===== src/rtl/vector_norm_limiter_core_assert.svh =====
// assertion macros for the vector norm limiter
`ifndef VECTOR_NORM_LIMITER_CORE_ASSERT_SVH
`define VECTOR_NORM_LIMITER_CORE_ASSERT_SVH

// implication checked on every rising clock edge outside reset
`define VNL_ASSERT_IMP(label, clk, rst_n, ante, cons) \
    label: assert property (@(posedge clk) disable iff (!rst_n) (ante) |-> (cons)) \
        else $error("assertion failed");

// implication whose consequent is checked in the next cycle
`define VNL_ASSERT_NEXT(label, clk, rst_n, ante, cons) \
    label: assert property (@(posedge clk) disable iff (!rst_n) (ante) |=> (cons)) \
        else $error("assertion failed");

`endif


===== src/rtl/vnl_pkg.sv =====
//------------------------------------------------------------------------------
// vnl_pkg
// shared widths and the cell request type of the norm limiter
//------------------------------------------------------------------------------
package vnl_pkg;

    localparam int DATA_WIDTH = 16;
    localparam int MAG_W      = DATA_WIDTH;         // magnitude fits 2^(W-1)
    localparam int SQ_W       = 2 * DATA_WIDTH;     // sum of squares
    localparam int LIM_W      = DATA_WIDTH - 1;
    localparam int ROOT_W     = DATA_WIDTH;         // root <= 2^(W-1)*sqrt2
    localparam int PROD_W     = MAG_W + LIM_W;
    localparam int TDATA_W    = ((3 * DATA_WIDTH - 1 + 7) / 8) * 8;
    localparam int ODATA_W    = ((2 * DATA_WIDTH + 7) / 8) * 8;
    localparam int SQ_IDX_W   = $clog2(ROOT_W);     // root bit index
    localparam int DV_IDX_W   = $clog2(PROD_W);     // quotient bit index

    // request moving through the cell chain
    typedef struct packed {
        logic                  vld;
        logic [DATA_WIDTH-1:0] x;
        logic [DATA_WIDTH-1:0] y;
        logic [LIM_W-1:0]      lim;
        logic [MAG_W-1:0]      ax;
        logic [MAG_W-1:0]      ay;
        logic [SQ_W-1:0]       rem;   // square root remainder
        logic [ROOT_W-1:0]     root;
        logic [PROD_W-1:0]     px;    // dividend / remainder for x
        logic [PROD_W-1:0]     py;
        logic [PROD_W-1:0]     qx;
        logic [PROD_W-1:0]     qy;
    } t_req;

endpackage


===== src/rtl/vnl_sqrt_cell.sv =====
//------------------------------------------------------------------------------
// vnl_sqrt_cell
// one root bit per cell, restoring square root on the remainder
//------------------------------------------------------------------------------
module vnl_sqrt_cell (
    input  logic                          i_clk,
    input  logic                          i_rst_n,
    input  logic                          i_en,
    input  logic [vnl_pkg::SQ_IDX_W-1:0]  i_bit,   // root bit this cell decides
    input  vnl_pkg::t_req                 i_req,
    output vnl_pkg::t_req                 o_req
);
    vnl_pkg::t_req r_req, n_req;
    logic [vnl_pkg::SQ_W:0] w_trial;
    logic [vnl_pkg::SQ_W:0] w_shift;

    always_comb begin
        n_req   = i_req;
        w_shift = {1'b0, vnl_pkg::SQ_W'(i_req.root)} << (i_bit + 1);
        w_trial = w_shift + ({{vnl_pkg::SQ_W{1'b0}}, 1'b1} << (2 * i_bit));
        if ({1'b0, i_req.rem} >= w_trial) begin
            n_req.rem  = vnl_pkg::SQ_W'({1'b0, i_req.rem} - w_trial);
            n_req.root = i_req.root | (vnl_pkg::ROOT_W'(1) << i_bit);
        end
    end

    always_ff @(posedge i_clk) begin
        if (!i_rst_n) begin
            r_req.vld <= 1'b0;
        end else if (i_en) begin
            r_req.vld <= n_req.vld;
        end
        if (i_en) begin
            r_req.x    <= n_req.x;    r_req.y    <= n_req.y;
            r_req.lim  <= n_req.lim;  r_req.ax   <= n_req.ax;
            r_req.ay   <= n_req.ay;   r_req.rem  <= n_req.rem;
            r_req.root <= n_req.root; r_req.px   <= n_req.px;
            r_req.py   <= n_req.py;   r_req.qx   <= n_req.qx;
            r_req.qy   <= n_req.qy;
        end
    end

    assign o_req = r_req;
endmodule


===== config.mk =====
export PLATFORM = sky130hd
export DESIGN_NAME = vnl_sqrt_cell
export DESIGN_NICKNAME = d
export VERILOG_FILES = /design/src/rtl/vector_norm_limiter_core_assert.svh /design/src/rtl/vnl_pkg.sv /design/src/rtl/vnl_sqrt_cell.sv
export SDC_FILE = /design/constraint.sdc
export NUM_CORES = 1
export LEC_CHECK = 0
export ABC_AREA = 1
export BUFFER_PORTS_ARGS = -buffer_cell sky130_fd_sc_hd__buf_2
export CAP_MARGIN = 25
export CORE_AREA = 2 2 201 203
export CTS_CLUSTER_SIZE = 8
export DETAILED_ROUTE_END_ITERATION = 8
export DIE_AREA = 0 0 203 205
export HOLD_SLACK_MARGIN = 0.03
export PLACE_DENSITY = 0.56
export SKIP_LAST_GASP = 1
export SLEW_MARGIN = 10
export SYNTH_ARGS = -nofsm -noshare
export SYNTH_HDL_FRONTEND = slang
export SYNTH_SLANG_ARGS = --single-unit
export TNS_END_PERCENT = 100

===== constraint.sdc =====
create_clock -name i_clk -period 11.3 [get_ports i_clk]
set_input_delay 2.26 -clock i_clk [delete_from_list [all_inputs] [get_ports i_clk]]
set_output_delay 2.26 -clock i_clk [all_outputs]
set_load 0.005 [all_outputs]

==> impl_metrics.yaml <==
outcome:
  run_status: "complete, no violations"
routing:
  drc: 0
  antenna_left: 0
  drt_pass1_iterations: 5
  vias_per_cell: 4.981
  route.vias.total: 11821
  wire_per_inst_um: 22.98
  drt_iter0_markers: 1079
  routed_wl_um: 54530
grt:
  grt_max_degree: 110
  gr-total-overflow: 0
  met1_usage_pct: 30.46
  busiest_layer: "met2"
  grt_pass1_vias: 11492
  gr-usage-met3_pct: 7.636
  grt_pass1_wl_um: 76070
  antenna_found_initial: 14
  grtUsageTotal_pct: 25.35
  grt_use_met2_pct: 43.08
cells_and_area:
  fin_cells: 2373
  layout_commonest_cell: "buf_2"
  final_cell_mix: "buf_2 (509), nand2_1 (354), edfxtp_1 (251), inv_1 (130), nor2_1 (101)"
  areaGrowthSynthToFinish_pct: 31.22
  nets: 2147
  largest_reg_flops: 252
  final_layout_size_suffix_gt1_share_pct: 31.52
power_and_ir_drop:
  p_per_area_mw_per_mm2: 165.2
  ir_drop_uv: 115.5
  p_leak_nw: 7.844
logic_synthesis:
  syn_area_per_cell_um2: 9.919
  synth.net_count: 1629
  synthesis.area_mm2: 0.01303
  synth_ff_type: "edfxtp_1"
  netlist_instances: 1314
  ys_warn_count: 0
  seq_area_frac_synth_pct: 57.98
  yosys.area.top_type: "edfxtp_1"
  synth_cell_type_count: 44
  async_flop_share_pct: 0
  synth_top_area_share_pct: 57.83
  synth_area_leaders: "edfxtp_1 (58%), nand2_1 (10%), ha_1 (5.3%), inv_1 (3.7%), nand4_1 (3.3%)"
  synth_seq_cells: 252
  synth_edf_count: 251
place:
  globalplace.congestion: 0.9544
  dp_hpwl_um: 44080
  post-place-cells: 2318
  numPortBuffers: 510
timing:
  setup_violations: 0
  max_freq_mhz: 118.7
  relSlewSlack_pct: 30.13
  tightest_slew_ns: 1.048
  hold_violations: 0
  worst_clock_skew_ns: 0
  maxSlewViolCount: 0
  fin_crit_ns: 8.425
  finalSetupTns_ns: 0
  grt_setup_unrepaired: "false"
  fin_crit_sh_pct: 74.56
setup_path:
  worstPathArrival_ns: 8.71
  slowest_stage: "ha_1"
  cpMostUsedCell: "nand2_1"
  worst_path_largest_cell_delay_ns: 0.74
  worstReg2RegStart: "o_req[251]$_SDFFE_PN0P_"
  crit_start: "i_bit[0]"
  crit_path_end_kind: "flop"
  crit_required_ns: 11.59
  cp_max_fo: 32
  start_kind: "primary input"
  setup.worst_path.class: "in -> reg"
cts:
  clock_path_buffers: 3
  clkLatencyLatePin_ns: 0.54
  h-tree-depth: 2
  cts_buffers: 37
  post_cts_resized: 0
  cts_setup_buffers: 0
  cts_tree: "yes"
  root_buffer: "clkbuf_16"
  holdBufCountCts: 0
  cts.clk_slew.worst_paths_ns: 0.05
  clock_sinks: 252
die:
  start_util_pct: 33.11
  fp.dieW_um: 203
  dieArea_mm2: 0.04162
  core_area_mm2: 0.03937
  boundaryPins: 511
  dieHeight_um: 205
  rows: 73
worst_hold_path:
  hp-start: "o_req[251]$_SDFFE_PN0P_"
  hold_class: "reg -> reg"
flow_run:
  max_cap_viol_count: 0
critical path, delay by kind of cell:
family	cells	cell delay, ns
AO/OA/AOI/OAI	3	0.58
AND/OR/NAND/NOR	17	2.88
multiplexers	1	0.30
buffers and inverters	6	1.23
adder cells (fa/ha/maj)	3	1.44
power by group:
group	total [mW]	switching [mW]	internal [mW]
Combinational	0.646	0.409	0.237
Sequential	1.17	0.0267	1.14
Clock	1.01	0.409	0.603
routing by layer:
| metal | wire length, um | vias up | share of wire [%] |
|---|---|---|---|
| met4 | 1659 | 14 | 3.0 |
| met2 | 26570 | 516 | 49 |
| met1 | 21590 | 5623 | 40 |
| li1 | - | 5579 | - |
| met3 | 4613 | 89 | 8.5 |
| met5 | 99 | - | 0.18 |
path summary, 6_finish.rpt:
kind	end	slack [ns]	depth (start not counted)
max	o_req[151]$_DFFE_PP_	2.87	30
min	o_req[251]$_SDFFE_PN0P_	0.56	2
max reg2reg	o_req[251]$_SDFFE_PN0P_	10.62	2
min reg2reg	o_req[251]$_SDFFE_PN0P_	0.56	2
synthesized netlist by cell type, drive strengths merged, types with 2 or more instances:
master / number
a21boi: 3
a21o: 4
a21oi: 49
a31oi: 4
and3: 3
buf: 33
clkbuf: 3
edfxtp: 251
ha: 55
inv: 136
mux2i: 3
nand2: 361
nand3: 82
nand3b: 2
nand4: 69
nor2: 106
nor3: 21
nor4: 3
o211ai: 2
o21a: 3
o21ai: 53
o21bai: 11
o221ai: 2
o22ai: 3
or2: 2
xnor2: 13
xor2: 31
kinds of logic (layout without fill, tap and decap cells):
logic type | Yosys count | after routing | synth area share (%)
AO/OA/AOI/OAI | 137 | 137 | 5.933
XOR/XNOR | 44 | 44 | 2.957
adder cells (fa/ha/maj) | 56 | 56 | 5.433
buffers and inverters | 172 | 701 | 5.779
flip-flops | 252 | 252 | 57.98
multiplexers | 3 | 3 | 0.2304
other | 0 | 5 | 0
AND/OR/NAND/NOR | 650 | 650 | 21.69
stage by stage:
stage          total power [mW]  util, %  hold WS, ns  instance area (um2)  setup slack, ns
2_1_floorplan             1.529        -       0.5248                13030            4.515
3_3_place_gp              1.829    40.77       0.5371                16050            2.378
3_5_place_dp              1.827    40.77       0.5410                16050            2.467
4_1_cts                   2.851    43.41       0.5671                17090            3.028
5_1_grt                   2.968    43.43       0.6098                17100            2.157
6_report                  2.825    43.44       0.5624                17100            2.875
layout make-up:
type / instances / area [um2]
Timing Repair Buffer: 515 / 2600
Clock buffer: 47 / 973.4
Tap cell: 525 / 656.9
Multi-Input combinational cell: 890 / 4723
Antenna cell: 5 / 12.51
Inverter: 136 / 510.5
Sequential cell: 252 / 7557
Fill cell: 3936 / 22260
Clock inverter: 3 / 68.82
Note: power is estimated with default switching activity, not from simulation.
