## src/rtl/vector_norm_limiter_core_assert.svh

```systemverilog
// assertion macros for the vector norm limiter
`ifndef VECTOR_NORM_LIMITER_CORE_ASSERT_SVH
`define VECTOR_NORM_LIMITER_CORE_ASSERT_SVH

// implication checked on every rising clock edge outside reset
`define VNL_ASSERT_IMP(label, clk, rst_n, ante, cons) \
    label: assert property (@(posedge clk) disable iff (!rst_n) (ante) |-> (cons)) \
        else $error("assertion failed");

// implication whose consequent is checked in the next cycle
`define VNL_ASSERT_NEXT(label, clk, rst_n, ante, cons) \
    label: assert property (@(posedge clk) disable iff (!rst_n) (ante) |=> (cons)) \
        else $error("assertion failed");

`endif

```

## src/rtl/vnl_pkg.sv

```systemverilog
//------------------------------------------------------------------------------
// vnl_pkg
// shared widths and the cell request type of the norm limiter
//------------------------------------------------------------------------------
package vnl_pkg;

    localparam int DATA_WIDTH = 16;
    localparam int MAG_W      = DATA_WIDTH;         // magnitude fits 2^(W-1)
    localparam int SQ_W       = 2 * DATA_WIDTH;     // sum of squares
    localparam int LIM_W      = DATA_WIDTH - 1;
    localparam int ROOT_W     = DATA_WIDTH;         // root <= 2^(W-1)*sqrt2
    localparam int PROD_W     = MAG_W + LIM_W;
    localparam int TDATA_W    = ((3 * DATA_WIDTH - 1 + 7) / 8) * 8;
    localparam int ODATA_W    = ((2 * DATA_WIDTH + 7) / 8) * 8;
    localparam int SQ_IDX_W   = $clog2(ROOT_W);     // root bit index
    localparam int DV_IDX_W   = $clog2(PROD_W);     // quotient bit index

    // request moving through the cell chain
    typedef struct packed {
        logic                  vld;
        logic [DATA_WIDTH-1:0] x;
        logic [DATA_WIDTH-1:0] y;
        logic [LIM_W-1:0]      lim;
        logic [MAG_W-1:0]      ax;
        logic [MAG_W-1:0]      ay;
        logic [SQ_W-1:0]       rem;   // square root remainder
        logic [ROOT_W-1:0]     root;
        logic [PROD_W-1:0]     px;    // dividend / remainder for x
        logic [PROD_W-1:0]     py;
        logic [PROD_W-1:0]     qx;
        logic [PROD_W-1:0]     qy;
    } t_req;

endpackage

```

## src/rtl/vnl_div_cell.sv

```systemverilog
//------------------------------------------------------------------------------
// vnl_div_cell
// one quotient bit per cell for both components, restoring division by root
//------------------------------------------------------------------------------
module vnl_div_cell (
    input  logic                          i_clk,
    input  logic                          i_rst_n,
    input  logic                          i_en,
    input  logic [vnl_pkg::DV_IDX_W-1:0]  i_bit,   // quotient bit this cell decides
    input  vnl_pkg::t_req                 i_req,
    output vnl_pkg::t_req                 o_req
);
    vnl_pkg::t_req r_req, n_req;
    logic [vnl_pkg::PROD_W+vnl_pkg::ROOT_W-1:0] w_d;

    always_comb begin
        n_req = i_req;
        w_d   = {vnl_pkg::PROD_W'(0), i_req.root} << i_bit;
        if ({vnl_pkg::ROOT_W'(0), i_req.px} >= w_d) begin
            n_req.px = vnl_pkg::PROD_W'({vnl_pkg::ROOT_W'(0), i_req.px} - w_d);
            n_req.qx = i_req.qx | (vnl_pkg::PROD_W'(1) << i_bit);
        end
        if ({vnl_pkg::ROOT_W'(0), i_req.py} >= w_d) begin
            n_req.py = vnl_pkg::PROD_W'({vnl_pkg::ROOT_W'(0), i_req.py} - w_d);
            n_req.qy = i_req.qy | (vnl_pkg::PROD_W'(1) << i_bit);
        end
    end

    always_ff @(posedge i_clk) begin
        if (!i_rst_n) begin
            r_req.vld <= 1'b0;
        end else if (i_en) begin
            r_req.vld <= n_req.vld;
        end
        if (i_en) begin
            r_req.x    <= n_req.x;    r_req.y    <= n_req.y;
            r_req.lim  <= n_req.lim;  r_req.ax   <= n_req.ax;
            r_req.ay   <= n_req.ay;   r_req.rem  <= n_req.rem;
            r_req.root <= n_req.root; r_req.px   <= n_req.px;
            r_req.py   <= n_req.py;   r_req.qx   <= n_req.qx;
            r_req.qy   <= n_req.qy;
        end
    end

    assign o_req = r_req;
endmodule

```

## config.mk

```make
export PLATFORM = sky130hd
export DESIGN_NAME = vnl_div_cell
export DESIGN_NICKNAME = d
export VERILOG_FILES = /design/src/rtl/vector_norm_limiter_core_assert.svh /design/src/rtl/vnl_pkg.sv /design/src/rtl/vnl_div_cell.sv
export SDC_FILE = /design/constraint.sdc
export NUM_CORES = 1
export LEC_CHECK = 0
export BUFFER_PORTS_ARGS = -buffer_cell sky130_fd_sc_hd__buf_2
export CORE_AREA = 2 2 199 201
export CTS_CLUSTER_DIAMETER = 30
export DETAILED_ROUTE_END_ITERATION = 7
export DIE_AREA = 0 0 201 203
export SYNTH_ARGS = -nofsm -noshare
export SYNTH_HDL_FRONTEND = slang
export SYNTH_SLANG_ARGS = --single-unit
```

## constraint.sdc

```tcl
create_clock -name i_clk -period 6.25 [get_ports i_clk]
set_clock_uncertainty 0.05 [all_clocks]
set_input_delay 1.25 -clock i_clk [delete_from_list [all_inputs] [get_ports i_clk]]
set_output_delay 1.25 -clock i_clk [all_outputs]
set_load 0.03 [all_outputs]
```

==> results.md, run 1 <==
* Top cells by area, synth: edfxtp_1 (56%), ha_1 (5.7%), mux2_1 (3.0%), a21oi_1 (2.6%), a21o_1 (2.5%)
* Max reg flops at 252
* PwrDens at 345 mW/mm²
* Slew Limit Fails at 0
* Initial antenna violation count at 2
* First-pass DRT Iterations at 6
* Async S/R FF share, synth at 0
* Final Hold Viols at 0
* Initial drt markers at 907
* GP Congestion at 0.914
* Tightest Pin Transition at 1.07 ns
* All-layer global routing usage at 0.239
* Cells after synthesis at 1090
* Fmax at 0.179 GHz
* Syn_area_per_cell at 12.4 µm²
* Status: finished clean
* Lkg Pwr at 8.04 nW
* Routed Antenna Nets at 0
* Data required, critical path at 6.52 ns
* CTS resizes at 0
* Root buffer cell: clkbuf_16
* Grt ovf at 0
* Multi-input logic area at 0.00566 mm²
* Largest net degree at the start of global routing at 114
* Setup violations, final at 0
* Reg2reg setup slack at 5.61 ns
* Sink Count at 252
* Post-route insts no fill at 2222
* Critical Path End: o_req[90]
* Post-route clock period utilization at 0.894
* Synth cell types at 75
* Crit-path max FO at 19
* Layout cell share with drive strength beyond 1 at 0.408
* Worst reg2reg startpoint: o_req[251]
* FP Rows at 72
* Setup crit end kind: register
* Register area at 0.00756 mm²
* Met3 usage at 0.0599
* Top cell type's share of synthesized area at 0.556
* Max_cap viols at 0
* R2r worst-path depth at 2
* Peak supply drop at 0.226 mV
* Inst Count DP at 2108
* Die Y-Extent at 203 µm
* Die ar. at 0.0408 mm²
* I/O Buffers at 511
* Worst-path clk slew at 0.05 ns
* Grt met1 use at 0.300
* Leading area contributor after synthesis: edfxtp_1
* Crit path time final at 5.59 ns
* Syn Nets at 1414
* Die span in x at 201 µm
* FILL cells at 3538
* CTS Buffer Depth at 3
* HP Class: register to register
* Busiest layer in global routing: met2
* Max_slew headroom at 0.281
* Post-DP HPWL at 39.2 mm
* Startpoint Class: input port
* RSZ-0062 raised after global routing: false
* Total CTS buffers at 60
* Sequential-to-total area share from yosys stat at 0.558
* Mapped cell area at 0.0136 mm²
* Max H-tree Level at 2
* Postcts setup bufs at 0
* Synth Warn # at 0
* Layout Nets at 1976
* First-pass GRT wire length at 72.9 mm
* Placeable Area at 0.0385 mm²
* Hold_buf cts at 0
* Post-DR wirelength/cell at 22.8 µm
* CTS tree: done
* Initial Utilization at 0.352
* Vias in the first global route at 11.4k
* Area delta synth->final at 38.8%
* Total vias in the final route at 11.7k
* Hold_ws at 0.471 ns
* R2r endpoint: o_req[251]
* Synth Register Bits at 252
* CP Data Arrival Time at 5.86 ns
* GR Layer Usage met2 at 0.405
* Post-DR vias/cell at 5.28
* Fin Setup TNS at 0 ns
* Worst-skew pair later-pin latency at 0.61 ns
* Critical Path Source: i_bit[1]
* Worst hold start: o_req[251]
* Post-Route WL at 50.6 mm
* Io pins at 512
* Predominant post-synthesis flop cell: edfxtp_1
* Drt drc at 0
* Post-synth EDFFs at 251
* Worst setup path category: input port to register
[layout by cell type (no fill, tap or decap), types with 27 or more instances in the layout]
cell         n
nor2_1      45
edfxtp_1   251
o21ai_0     57
ha_1        62
o21bai_1    27
mux2_1      36
buf_4       36
clkbuf_16   61
nand2_1     74
a21oi_1     70
buf_2      510
a21o_1      45
[stage by stage]
stage | total power [W] | area, µm² | util | worst slack [ns]
6_report | 0.00649 | 18800 | 0.489 | 0.662
3_3_place_gp | 0.00356 | 16900 | 0.438 | 0.195
2_1_floorplan | 0.00304 | 13600 | - | 0.921
3_5_place_dp | 0.00356 | 16900 | 0.438 | 0.107
4_1_cts | 0.00654 | 18800 | 0.489 | 0.682
5_1_grt | 0.00674 | 18800 | 0.489 | 0.299
[how the worst min path moves through the flow]
stage                 end  slack (ns)  cells after the start
2_1_floorplan  o_req[251]        0.59                      2
3_3_place_gp   o_req[251]        0.45                      2
3_5_place_dp   o_req[251]        0.46                      2
4_1_cts        o_req[251]        0.47                      2
5_1_grt        o_req[251]        0.53                      2
6_report       o_req[251]        0.47                      2
[cell type report]
class                      count  share of cell area
sequential                   252               0.402
multi-input combinational    763               0.301
timing repair buffer         550               0.154
clock buffer                  66              0.0821
tap                          518              0.0345
clock inverter                47              0.0217
inverter                      25             0.00499
antenna                        1            0.000133
[synth_stat cells, types with 15 or more instances]
master      n
clkbuf_1   34
nand2b_1   16
o21bai_1   27
o21ai_0    57
nor2_1     45
a21oi_1    70
nand3_1    24
nand2_1    74
edfxtp_1  251
ha_1       62
xor2_1     15
xnor2_1    26
a21o_1     45
mux2_1     36
a31o_2     17
o21a_1     16
mux2i_1    19
inv_1      21
nor3_1     25
[metal layers]
metal,wire [µm],up-vias
met5,13,-
met4,1470,2
met3,3890,88
met2,24800,525
met1,20400,5706
li1,-,5421
[report_power, final]
part / switching [W] / internal, W / leakage (nW) / total [W]
logic: 0.000947 / 0.000493 / 4.64 / 0.00144
registers: 0.0000454 / 0.00206 / 2.46 / 0.00210
clock network: 0.00104 / 0.00191 / 0.937 / 0.00295
[critical path, cell delays in order]
cell and delay (ns):
buf_2 0.33, buf_4 0.30, mux2i_1 0.10, o21ai_1 0.18, a211oi_1 0.11, a311oi_1 0.60
a2bb2oi_1 0.28, ha_1 0.50, nand4_1 0.24, nor4_1 0.58, a21boi_0 0.31, o31ai_1 0.11
buf_4 0.15, a31oi_1 0.35, o211ai_1 0.16, mux2_1 0.30
[kinds of logic (layout without fill, tap and decap cells)]
group / count (synthesis) / count (layout) / share of synthesized area
AO/OA/AOI/OAI: 339 / 339 / 0.171
flip-flops: 252 / 252 / 0.558
AND/OR/NAND/NOR: 243 / 243 / 0.0895
multiplexers: 76 / 76 / 0.0705
buffers and inverters: 75 / 688 / 0.0252
adder cells (fa/ha/maj): 64 / 64 / 0.0602
XOR/XNOR: 41 / 41 / 0.0265
other: 0 / 1 / 0
(Power assumes the default switching activity.)
==> run 2, diff against run 1 <==
--- a/config.mk
+++ b/config.mk
@@ -7,3 +7,3 @@
 export LEC_CHECK = 0
-export BUFFER_PORTS_ARGS = -buffer_cell sky130_fd_sc_hd__buf_2
+export BUFFER_PORTS_ARGS = -buffer_cell sky130_fd_sc_hd__buf_4
 export CORE_AREA = 2 2 199 201
@@ -12,2 +12,3 @@
 export DIE_AREA = 0 0 201 203
+export HOLD_SLACK_MARGIN = 0.08
 export SYNTH_ARGS = -nofsm -noshare
==> constraint.sdc (replaced) <==
create_clock -name i_clk -period 6.25 [get_ports i_clk]
set_clock_uncertainty 0.05 [all_clocks]
set_input_delay 0.3125 -clock i_clk [delete_from_list [all_inputs] [get_ports i_clk]]
set_output_delay 0.3125 -clock i_clk [all_outputs]
set_load 0.03 [all_outputs]
==> run 2 against run 1 <==
  * Critical path type unchanged
  * Routed wire length up 10%
  * First-iteration DRC count down 11%
  * Critical path depth down 2
  * Non-clock buffer count up 223
  * Highest routed layer unchanged
  * Die area unchanged
  * Sequential share of layout area down 6.9 points
  * Largest power group unchanged
  * Worst hold slack worse by 0.35 ns
  * Largest cell class unchanged
  * Global-route usage up 2.4 points
  * Register-to-register slack worse by 0.58 ns
  * Total power up 13%
  * Setup slack better by 0.50 ns
  * Sequential cell count unchanged
==> results.md, run 2 (synthesis gave the netlist of run 1 again) <==
* Status: finished clean
* Worst hold start: i_req[94]
* Data required, critical path at 6.52 ns
* Layout cell share with drive strength beyond 1 at 0.349
* CTS tree: done
* R2r worst-path depth at 3
* Post-DP HPWL at 39.5 mm
* Total vias in the final route at 12.7k
* Initial Utilization at 0.352
* Peak supply drop at 0.186 mV
* Die ar. at 0.0408 mm²
* Placeable Area at 0.0385 mm²
* Sink Count at 252
* Slew Limit Fails at 0
* Vias in the first global route at 12.8k
* FP Rows at 72
* Largest net degree at the start of global routing at 176
* Max_cap viols at 0
* Postcts setup bufs at 0
* Crit path time final at 5.09 ns
* Setup crit end kind: register
* Worst-skew pair later-pin latency at 0.56 ns
* Crit-path max FO at 7
* Grt met1 use at 0.319
* CP Data Arrival Time at 5.35 ns
* First-pass DRT Iterations at 5
* Total CTS buffers at 67
* Post-Route WL at 55.6 mm
* Cell Int Power at 0.00522 W
* Io pins at 512
* RSZ-0062 raised after global routing: false
* Worst setup path category: input port to register
* Initial antenna violation count at 3
* GR Layer Usage met2 at 0.440
* Setup violations, final at 0
* Startpoint Class: input port
* Met3 usage at 0.0637
* Final Hold Viols at 0
* Busiest layer in global routing: met2
* Fin Setup TNS at 0 ns
* Post-route insts no fill at 2454
* Worst Hold Depth at 3
* GP Congestion at 0.919
* Max H-tree Level at 3
* Layout Nets at 2206
* All-layer global routing usage at 0.263
* Finished Core Util at 0.591
* Most frequent cells in the layout: buf_4 (523), edfxtp_1 (251), dlygate4sd3_1 (248), nand2_1 (74), a21oi_1 (70)
* Post-DR wirelength/cell at 22.7 µm
* Grt ovf at 0
* PwrDens at 323 mW/mm²
* Root buffer cell: clkbuf_16
* Max reg flops at 252
* Worst-path clk slew at 0.04 ns
* Area delta synth->final at 67.7%
* Hold_buf cts at 248
* Routed Antenna Nets at 0
* HP Class: input port to register
* CTS resizes at 0
* Clk pwr share at 0.482
* Tightest Pin Transition at 1.12 ns
* Max_slew headroom at 0.248
* Initial drt markers at 805
* First-pass GRT wire length at 80.2 mm
* Post-DR vias/cell at 5.17
* Die span in x at 201 µm
* Drt drc at 0
* Lkg Pwr at 9.59 nW
* Post-route clock period utilization at 0.814
* Reg2reg setup slack at 5.03 ns
* Sw Share at 0.290
* Reg power frac at 0.288
* Inst Count DP at 2083
* CTS Buffer Depth at 3
* Worst reg2reg startpoint: o_req[251]
* Fmax at 0.197 GHz
* I/O Buffers at 511
* Worst Hold Endpoint: o_req[94]
* Hold_ws at 0.119 ns
* Die Y-Extent at 203 µm
* Commonest non-fill, non-tap cell in the layout: buf_4
* Switching pwr at 0.00213 W
* R2r endpoint: o_req[251]
* Comb power frac at 0.230
run 2: cell types whose count changed in the layout (fill, tap and decap cells not counted), moves of 2 or more:
cell and delta:
buf_2 -510, clkinv_8 +3, clkbuf_16 +6, dlygate4sd3_1 +248, clkinvlp_4 -6, inv_6 -5
buf_12 -2, bufinv_16 +9, clkinv_1 +3, clkinv_4 -2, buf_4 +487
run 2: metal layers:
metal | wire, µm | share of wire
met3 | 3980 | 0.072
met2 | 27000 | 0.49
met4 | 2390 | 0.043
met1 | 22300 | 0.40
met5 | 13 | 0.00023
run 2: per-stage QoR:
step                total power, W  setup slack, ns  cell area (µm²)
floorplan                  0.00304             1.86            13600
global placement           0.00368            0.713            17900
detailed placement         0.00367            0.726            17900
CTS                        0.00737             1.21            22700
global route               0.00761            0.853            22700
finish                     0.00735             1.16            22700
run 2: how the worst max path moves through the flow:
stage | end | slack (ns) | startpoint
2_1_floorplan | o_req[65] | 1.86 | i_bit[2]
3_3_place_gp | o_req[89] | 0.71 | i_bit[0]
3_5_place_dp | o_req[89] | 0.73 | i_bit[0]
4_1_cts | o_req[89] | 1.21 | i_req[139]
5_1_grt | o_req[78] | 0.85 | i_req[139]
6_report | o_req[41] | 1.16 | i_req[126]
run 2: worst max-delay path: stages:
cell	delay [ns]
dlygate4sd3_1	0.57
buf_4	0.17
mux2_2	0.27
o21ai_0	0.30
o21ai_0	0.18
o211ai_1	0.52
ha_1	0.39
a21oi_1	0.30
o2111ai_1	0.19
o2111ai_1	0.40
a211oi_1	0.17
nor3_1	0.90
nor3_1	0.39
a21o_1	0.28
run 2: power groups by stage:
stage	sequential, W	clock (W)	combinational (W)
after global placement	0.00214	0	0.00154
after CTS	0.00211	0.00357	0.00168
after floorplan	0.00246	0	0.000587
after global routing	0.00213	0.00368	0.00179
final	0.00212	0.00354	0.00169
after detailed placement	0.00213	0	0.00154
run 2: area by class of cell:
type                    instances  area [µm²]
fillers                      3025       15700
well taps                     518         648
diodes                          2        5.00
multi-input cells             763        5660
inverters                      25        93.8
repair buffers                773        6440
clock inverters                49         623
clock buffers                  72        1700
flip-flops and latches        252        7560
